$ cat config.mk
export PLATFORM = sky130hd
export DESIGN_NAME = clfr_ctrl
export DESIGN_NICKNAME = d
export VERILOG_FILES = /design/src/rtl/clfr_pkg.sv /design/src/rtl/clfr_ctrl.sv
export SDC_FILE = /design/constraint.sdc
export NUM_CORES = 1
export LEC_CHECK = 0
export BUFFER_PORTS_ARGS = -buffer_cell sky130_fd_sc_hd__buf_4
export CAP_MARGIN = 10
export CORE_AREA = 2 2 45 47
export CTS_CLUSTER_SIZE = 25
export DETAILED_ROUTE_END_ITERATION = 12
export DIE_AREA = 0 0 47 49
export PLACE_DENSITY = 0.74
export SLEW_MARGIN = 15
export SYNTH_ARGS = -nofsm -noshare
export SYNTH_HDL_FRONTEND = slang
export SYNTH_SLANG_ARGS = --single-unit
$ cat constraint.sdc
create_clock -name aclk -period 2 [get_ports aclk]
set_input_delay 0.4 -clock aclk [delete_from_list [all_inputs] [get_ports aclk]]
set_output_delay 0.4 -clock aclk [all_outputs]
set_load 0.05 [all_outputs]
$ cat src/rtl/clfr_pkg.sv
// Shared types and constants for the circular log frame reader.
package clfr_pkg;

    // Configuration register indexes
    localparam logic REG_BEGIN_MARK = 1'b0;
    localparam logic REG_END_MARK   = 1'b1;

    // Reset values of the mark registers
    localparam logic [7:0] BEGIN_MARK_RST = 8'd254;
    localparam logic [7:0] END_MARK_RST   = 8'd255;

    // Request function codes
    localparam logic [1:0] FUNC_WRITE = 2'd0;
    localparam logic [1:0] FUNC_OPEN  = 2'd1;
    localparam logic [1:0] FUNC_READ  = 2'd2;

    typedef enum logic [4:0] {
        ST_IDLE,
        ST_WR,
        ST_SKIP_REQ,
        ST_SKIP_EVAL,
        ST_FWD_REQ,
        ST_FWD_EVAL,
        ST_FWD_ESC_REQ,
        ST_FWD_ESC_EVAL,
        ST_FWD_DONE,
        ST_BWD_REQ,
        ST_BWD_EVAL,
        ST_BWD_ESC_REQ,
        ST_BWD_ESC_EVAL,
        ST_RD_REQ,
        ST_RD_EVAL,
        ST_RD_ESC,
        ST_FIN,
        ST_RESP
    } ctrl_state_t;

    // Memory read address select
    typedef enum logic [1:0] {
        RS_POS,
        RS_POS_DEC,
        RS_RPOS,
        RS_RPOS_INC
    } rd_sel_t;

    // Scan position update
    typedef enum logic [1:0] {
        PO_HOLD,
        PO_ZERO,
        PO_INC,
        PO_DEC
    } pos_op_t;

    // Scan step counter update
    typedef enum logic [1:0] {
        SO_HOLD,
        SO_ZERO,
        SO_INC
    } steps_op_t;

    typedef struct packed {
        logic      accept;
        logic      rd_en;
        rd_sel_t   rd_sel;
        pos_op_t   pos_op;
        steps_op_t steps_op;
        logic      save_byte;
        logic      set_end_pos;
        logic      set_found;
        logic      set_fail;
        logic      rpos_inc;
        logic      wa_sub;
        logic      mem_we;
        logic      res_load_eq;
        logic      res_load_byte;
        logic      out_load;
    } dp_cmd_t;

    typedef struct packed {
        logic steps_ge_m;
        logic steps_gt_m;
        logic rdata_is_end;
        logic rdata_is_begin;
        logic rpos_eq_end;
        logic wa_in_range;
        logic esc_match;
    } dp_status_t;

endpackage

$ cat src/rtl/clfr_ctrl.sv
// Controller: sequences writes, record location scans, reads and result delivery.
module clfr_ctrl (
    input  logic                 aclk,
    input  logic                 aresetn,
    input  logic                 s_valid,
    input  logic [1:0]           s_func,
    output logic                 s_ready,
    output logic                 m_valid,
    input  logic                 m_ready,
    input  clfr_pkg::dp_status_t status,
    output clfr_pkg::dp_cmd_t    cmd
);

    clfr_pkg::ctrl_state_t state_reg, state_next;
    logic m_valid_reg, m_valid_next;
    logic out_free;

    assign out_free = !m_valid_reg || m_ready;

    always_ff @(posedge aclk) begin
        if (!aresetn) begin
            state_reg   <= clfr_pkg::ST_IDLE;
            m_valid_reg <= 1'b0;
        end else begin
            state_reg   <= state_next;
            m_valid_reg <= m_valid_next;
        end
    end

    always_comb begin
        state_next   = state_reg;
        cmd          = '0;
        s_ready      = 1'b0;
        m_valid_next = m_valid_reg && !m_ready;
        unique case (state_reg)
            clfr_pkg::ST_IDLE: begin
                s_ready = 1'b1;
                if (s_valid) begin
                    cmd.accept = 1'b1;
                    unique case (s_func)
                        clfr_pkg::FUNC_WRITE: state_next = clfr_pkg::ST_WR;
                        clfr_pkg::FUNC_OPEN: begin
                            cmd.pos_op   = clfr_pkg::PO_ZERO;
                            cmd.steps_op = clfr_pkg::SO_ZERO;
                            state_next   = clfr_pkg::ST_SKIP_REQ;
                        end
                        clfr_pkg::FUNC_READ: state_next = clfr_pkg::ST_RD_REQ;
                        default:             state_next = clfr_pkg::ST_FIN;
                    endcase
                end
            end
            clfr_pkg::ST_WR: begin
                if (status.wa_in_range) begin
                    cmd.mem_we = 1'b1;
                    state_next = clfr_pkg::ST_FIN;
                end else begin
                    cmd.wa_sub = 1'b1;
                end
            end
            clfr_pkg::ST_SKIP_REQ: begin
                if (status.steps_ge_m) begin
                    cmd.steps_op = clfr_pkg::SO_ZERO;
                    state_next   = clfr_pkg::ST_FWD_REQ;
                end else begin
                    cmd.rd_en  = 1'b1;
                    cmd.rd_sel = clfr_pkg::RS_POS;
                    state_next = clfr_pkg::ST_SKIP_EVAL;
                end
            end
            clfr_pkg::ST_SKIP_EVAL: begin
                if (status.rdata_is_end) begin
                    cmd.pos_op   = clfr_pkg::PO_INC;
                    cmd.steps_op = clfr_pkg::SO_INC;
                    state_next   = clfr_pkg::ST_SKIP_REQ;
                end else begin
                    cmd.steps_op = clfr_pkg::SO_ZERO;
                    state_next   = clfr_pkg::ST_FWD_REQ;
                end
            end
            clfr_pkg::ST_FWD_REQ: begin
                if (status.steps_gt_m) begin
                    state_next = clfr_pkg::ST_FWD_DONE;
                end else begin
                    cmd.rd_en  = 1'b1;
                    cmd.rd_sel = clfr_pkg::RS_POS;
                    state_next = clfr_pkg::ST_FWD_EVAL;
                end
            end
            clfr_pkg::ST_FWD_EVAL: begin
                cmd.pos_op   = clfr_pkg::PO_INC;
                cmd.steps_op = clfr_pkg::SO_INC;
                state_next   = status.rdata_is_end ? clfr_pkg::ST_FWD_ESC_REQ
                                                   : clfr_pkg::ST_FWD_REQ;
            end
            clfr_pkg::ST_FWD_ESC_REQ: begin
                cmd.rd_en  = 1'b1;
                cmd.rd_sel = clfr_pkg::RS_POS;
                state_next = clfr_pkg::ST_FWD_ESC_EVAL;
            end
            clfr_pkg::ST_FWD_ESC_EVAL: begin
                if (status.rdata_is_end) begin
                    cmd.pos_op   = clfr_pkg::PO_INC;
                    cmd.steps_op = clfr_pkg::SO_INC;
                    state_next   = clfr_pkg::ST_FWD_REQ;
                end else begin
                    state_next = clfr_pkg::ST_FWD_DONE;
                end
            end
            clfr_pkg::ST_FWD_DONE: begin
                cmd.pos_op      = clfr_pkg::PO_DEC;
                cmd.set_end_pos = 1'b1;
                cmd.steps_op    = clfr_pkg::SO_ZERO;
                state_next      = clfr_pkg::ST_BWD_REQ;
            end
            clfr_pkg::ST_BWD_REQ: begin
                if (status.steps_gt_m) begin
                    cmd.set_fail = 1'b1;
                    state_next   = clfr_pkg::ST_FIN;
                end else begin
                    // step back and fetch the byte at the new position
                    cmd.steps_op = clfr_pkg::SO_INC;
                    cmd.pos_op   = clfr_pkg::PO_DEC;
                    cmd.rd_en    = 1'b1;
                    cmd.rd_sel   = clfr_pkg::RS_POS_DEC;
                    state_next   = clfr_pkg::ST_BWD_EVAL;
                end
            end
            clfr_pkg::ST_BWD_EVAL: begin
                state_next = status.rdata_is_begin ? clfr_pkg::ST_BWD_ESC_REQ
                                                   : clfr_pkg::ST_BWD_REQ;
            end
            clfr_pkg::ST_BWD_ESC_REQ: begin
                cmd.rd_en  = 1'b1;
                cmd.rd_sel = clfr_pkg::RS_POS_DEC;
                state_next = clfr_pkg::ST_BWD_ESC_EVAL;
            end
            clfr_pkg::ST_BWD_ESC_EVAL: begin
                if (status.rdata_is_begin) begin
                    cmd.pos_op   = clfr_pkg::PO_DEC;
                    cmd.steps_op = clfr_pkg::SO_INC;
                    state_next   = clfr_pkg::ST_BWD_REQ;
                end else begin
                    cmd.set_found = 1'b1;
                    state_next    = clfr_pkg::ST_FIN;
                end
            end
            clfr_pkg::ST_RD_REQ: begin
                if (status.rpos_eq_end) begin
                    cmd.res_load_eq = 1'b1;
                    state_next      = clfr_pkg::ST_RESP;
                end else begin
                    cmd.rd_en  = 1'b1;
                    cmd.rd_sel = clfr_pkg::RS_RPOS;
                    state_next = clfr_pkg::ST_RD_EVAL;
                end
            end
            clfr_pkg::ST_RD_EVAL: begin
                cmd.save_byte = 1'b1;
                cmd.rpos_inc  = 1'b1;
                cmd.rd_en     = 1'b1;
                cmd.rd_sel    = clfr_pkg::RS_RPOS_INC;
                state_next    = clfr_pkg::ST_RD_ESC;
            end
            clfr_pkg::ST_RD_ESC: begin
                cmd.rpos_inc      = status.esc_match;
                cmd.res_load_byte = 1'b1;
                state_next        = clfr_pkg::ST_RESP;
            end
            clfr_pkg::ST_FIN: begin
                cmd.res_load_eq = 1'b1;
                state_next      = clfr_pkg::ST_RESP;
            end
            clfr_pkg::ST_RESP: begin
                if (out_free) begin
                    cmd.out_load = 1'b1;
                    m_valid_next = 1'b1;
                    state_next   = clfr_pkg::ST_IDLE;
                end
            end
            default: state_next = clfr_pkg::ST_IDLE;
        endcase
    end

    assign m_valid = m_valid_reg;

endmodule

==> flow_summary.ini <==
[sta]
min_period_ns = 2.08
period_share_pct = 104
hold_viol_final = 0
finalSetupTns_ns = -0.151
finalSetupViolCount = 2
setup_ws_ns = -0.0841
worst_pin_slew_ns = 0.527
drv_slew = 0
rsz0062_at_grt = yes
skew_ns = 0.000992
max_slew_margin_pct = 64.8
clock.fmax_mhz = 480

[die]
ios = 33
chipHeight_microns = 49
rows = 16
initial_core_util_pct = 42.9
dieArea_sq_um = 2300
die_w_microns = 47
core_sq_um = 1840

[grt]
antenna_found_initial = 0
grt_pass1_wl_microns = 4610
grt_max_degree = 18
overflow = 0
grt_pass1_vias = 1040
grt.total_usage_pct = 26.2

[run_status]
violations = setup timing
outcome = finished with violations

[place]
place_congestion = 0.938
place_inst = 176
port_buffers = 32
hpwl_microns = 2210
placed_area_sq_um = 1220

[setup_path]
worst-path-buf-inv = 1
cp_slowest_cell = or3_4
crit_arrival_ns = 1.68
crit_chain = or3_4 -> nor3_4 -> nor3b_4 -> a21oi_2 -> nand2_1 -> buf_6
critPathKind = reg -> out
reg2reg_slack_ns = 0.18
path_depth = 6
slowest_delay_ns = 0.40
r2r-end = state_reg[2]
required_ns = 1.60
reg2regPathDepth = 6
worstSetupStartpointType = register
crit_fanout = 5
startpoint = state_reg[3]
worstSetupEndpoint = cmd[10]
cp_top_family = simple AND/OR/NAND/NOR gates
worstReg2RegStart = state_reg[3]
critPathCaptureType = output port

[yosys]
synth_edf_count = 0
yosysSeqAreaShare_pct = 15.2
synth.top_cells.by_area = dfxtp_1 15%, nand2b_1 6.3%, a31oi_1 5.5%
synthFlopType = dfxtp_1
ys_types = 45
postSynthAreaPerCell_sq_um = 7.12
syn_inst = 111
ys_ff_latch = 6
synth_top_area_share_pct = 15.2
synthArstFlopShare_pct = 0
yosysTopAreaCell = dfxtp_1
ys_warn_count = 0
synth_nets = 124
synth.cell_area_sq_um = 791

[worst_hold_path]
hp-class = in -> reg

[power_and_ir_drop]
ir_drop_uv = 838
p_per_area_nw_per_um2 = 1340
leakagePower_uw = 0.000610

[route]
wl_per_cell_microns = 16.1
drtPass1Iterations = 4
via_count = 1077
routed_wl_microns = 2980
viasPerCell = 5.82
ant_nets = 0
drcViolationCount = 0
drtIter0Drc = 36

[clocking]
clock_path_buffers = 2
cts-root-buf = clkbuf_4
clock_latency_ns = 0.24
htreeDepth = 1
cts.clk_slew.worst_paths_ns = 0.05
clock_sinks = 6
hold_buffers = 0
cts_tree = yes
cts_buffers = 3

[job]
drv_cap = 0

[final_layout]
drive_above_1_share_pct = 55.1
largest_register_ffs = 5
fin_area_sq_um = 1380
final_common_cell = buf_4
final_cells = 185
syn_to_final_growth_pct = 74.8
layout_common_cells = 43 x buf_4, 7 x a31oi_1, 7 x buf_6
nets = 173
fin_util_pct = 75.1
n_fill_cell = 134
insertedDiodeCount = 0
## tightest hold or removal path, delay by kind of cell
family / cells / cell delay (ns)
AO/OA/AOI/OAI: 1 / 0.06
buffers and inverters: 1 / 0.10
AND/OR/NAND/NOR: 1 / 0.06
## routing by layer
metal / up-vias / global-route usage, % / routed length (microns)
li1: 513 / - / -
met1: 510 / 35.2 / 1220
met2: 50 / 44.3 / 1580
met3: 4 / 1.85 / 144
met4: 0 / 6.02 / 36
met5: - / 0 / 0
## synth_stat cells, types with 2 or more instances
| cell type | instances |
|---|---|
| o21ai_0 | 4 |
| nand2_1 | 7 |
| nor4_1 | 5 |
| o21a_1 | 2 |
| nand2b_1 | 8 |
| nor2b_1 | 2 |
| a31oi_1 | 7 |
| mux2i_1 | 3 |
| and3_1 | 2 |
| buf_2 | 7 |
| nor2_2 | 2 |
| dfxtp_1 | 6 |
| nand3_1 | 5 |
| nor2_1 | 9 |
| nor3_1 | 3 |
| a211o_1 | 2 |
| o22ai_1 | 2 |
| inv_1 | 4 |
| a21oi_1 | 4 |
| a21o_1 | 2 |
## layout make-up
class | count | area (sq um) | share of cell area (%)
clock buffers | 3 | 22.5 | 1.63
multi-input cells | 93 | 748 | 54.1
well taps | 27 | 33.8 | 2.44
flip-flops and latches | 6 | 126 | 9.14
inverters | 4 | 15.0 | 1.09
repair buffers | 52 | 437 | 31.6
## worst min path at each step
stage / from / endpoint / slack, ns / cells after the start
finish: aresetn / state_reg[4] / 0.41 / 3
global placement: aresetn / m_valid / 0.64 / 2
detailed placement: aresetn / state_reg[4] / 0.66 / 3
floorplan: aresetn / state_reg[0] / 0.52 / 2
CTS: aresetn / state_reg[4] / 0.41 / 3
global route: aresetn / m_valid / 0.42 / 2
## power breakdown
part / internal [uW] / leakage [uW] / switching [uW]
clock network: 68.0 / 0.0000138 / 44.4
registers: 161 / 0.0000505 / 55.5
logic: 638 / 0.000546 / 890
total: 867 / 0.000610 / 990
## repair_timing
action	in CTS	in global routing
buffers inserted	3	3
resized for setup	12	11
setup endpoints to repair	8	8
pin swaps	4	1
## metrics by stage
| step | hold WS [ns] | setup WS (ns) | power [uW] |
|---|---|---|---|
| global placement | 0.637 | 0.110 | 1520 |
| finish | 0.413 | -0.0841 | 1860 |
| detailed placement | 0.658 | 0.0607 | 1540 |
| global route | 0.423 | -0.136 | 1940 |
| CTS | 0.413 | -0.0675 | 1760 |
| floorplan | 0.516 | -0.409 | 1170 |
## cell families after synthesis
kind of cell	share of synthesized area (%)
buf+inv	7.28
simple gates	46.0
mux	3.80
flops	15.2
compound gates	26.6
xor+xnor	1.11
Power figures use the tool's default switching activity.
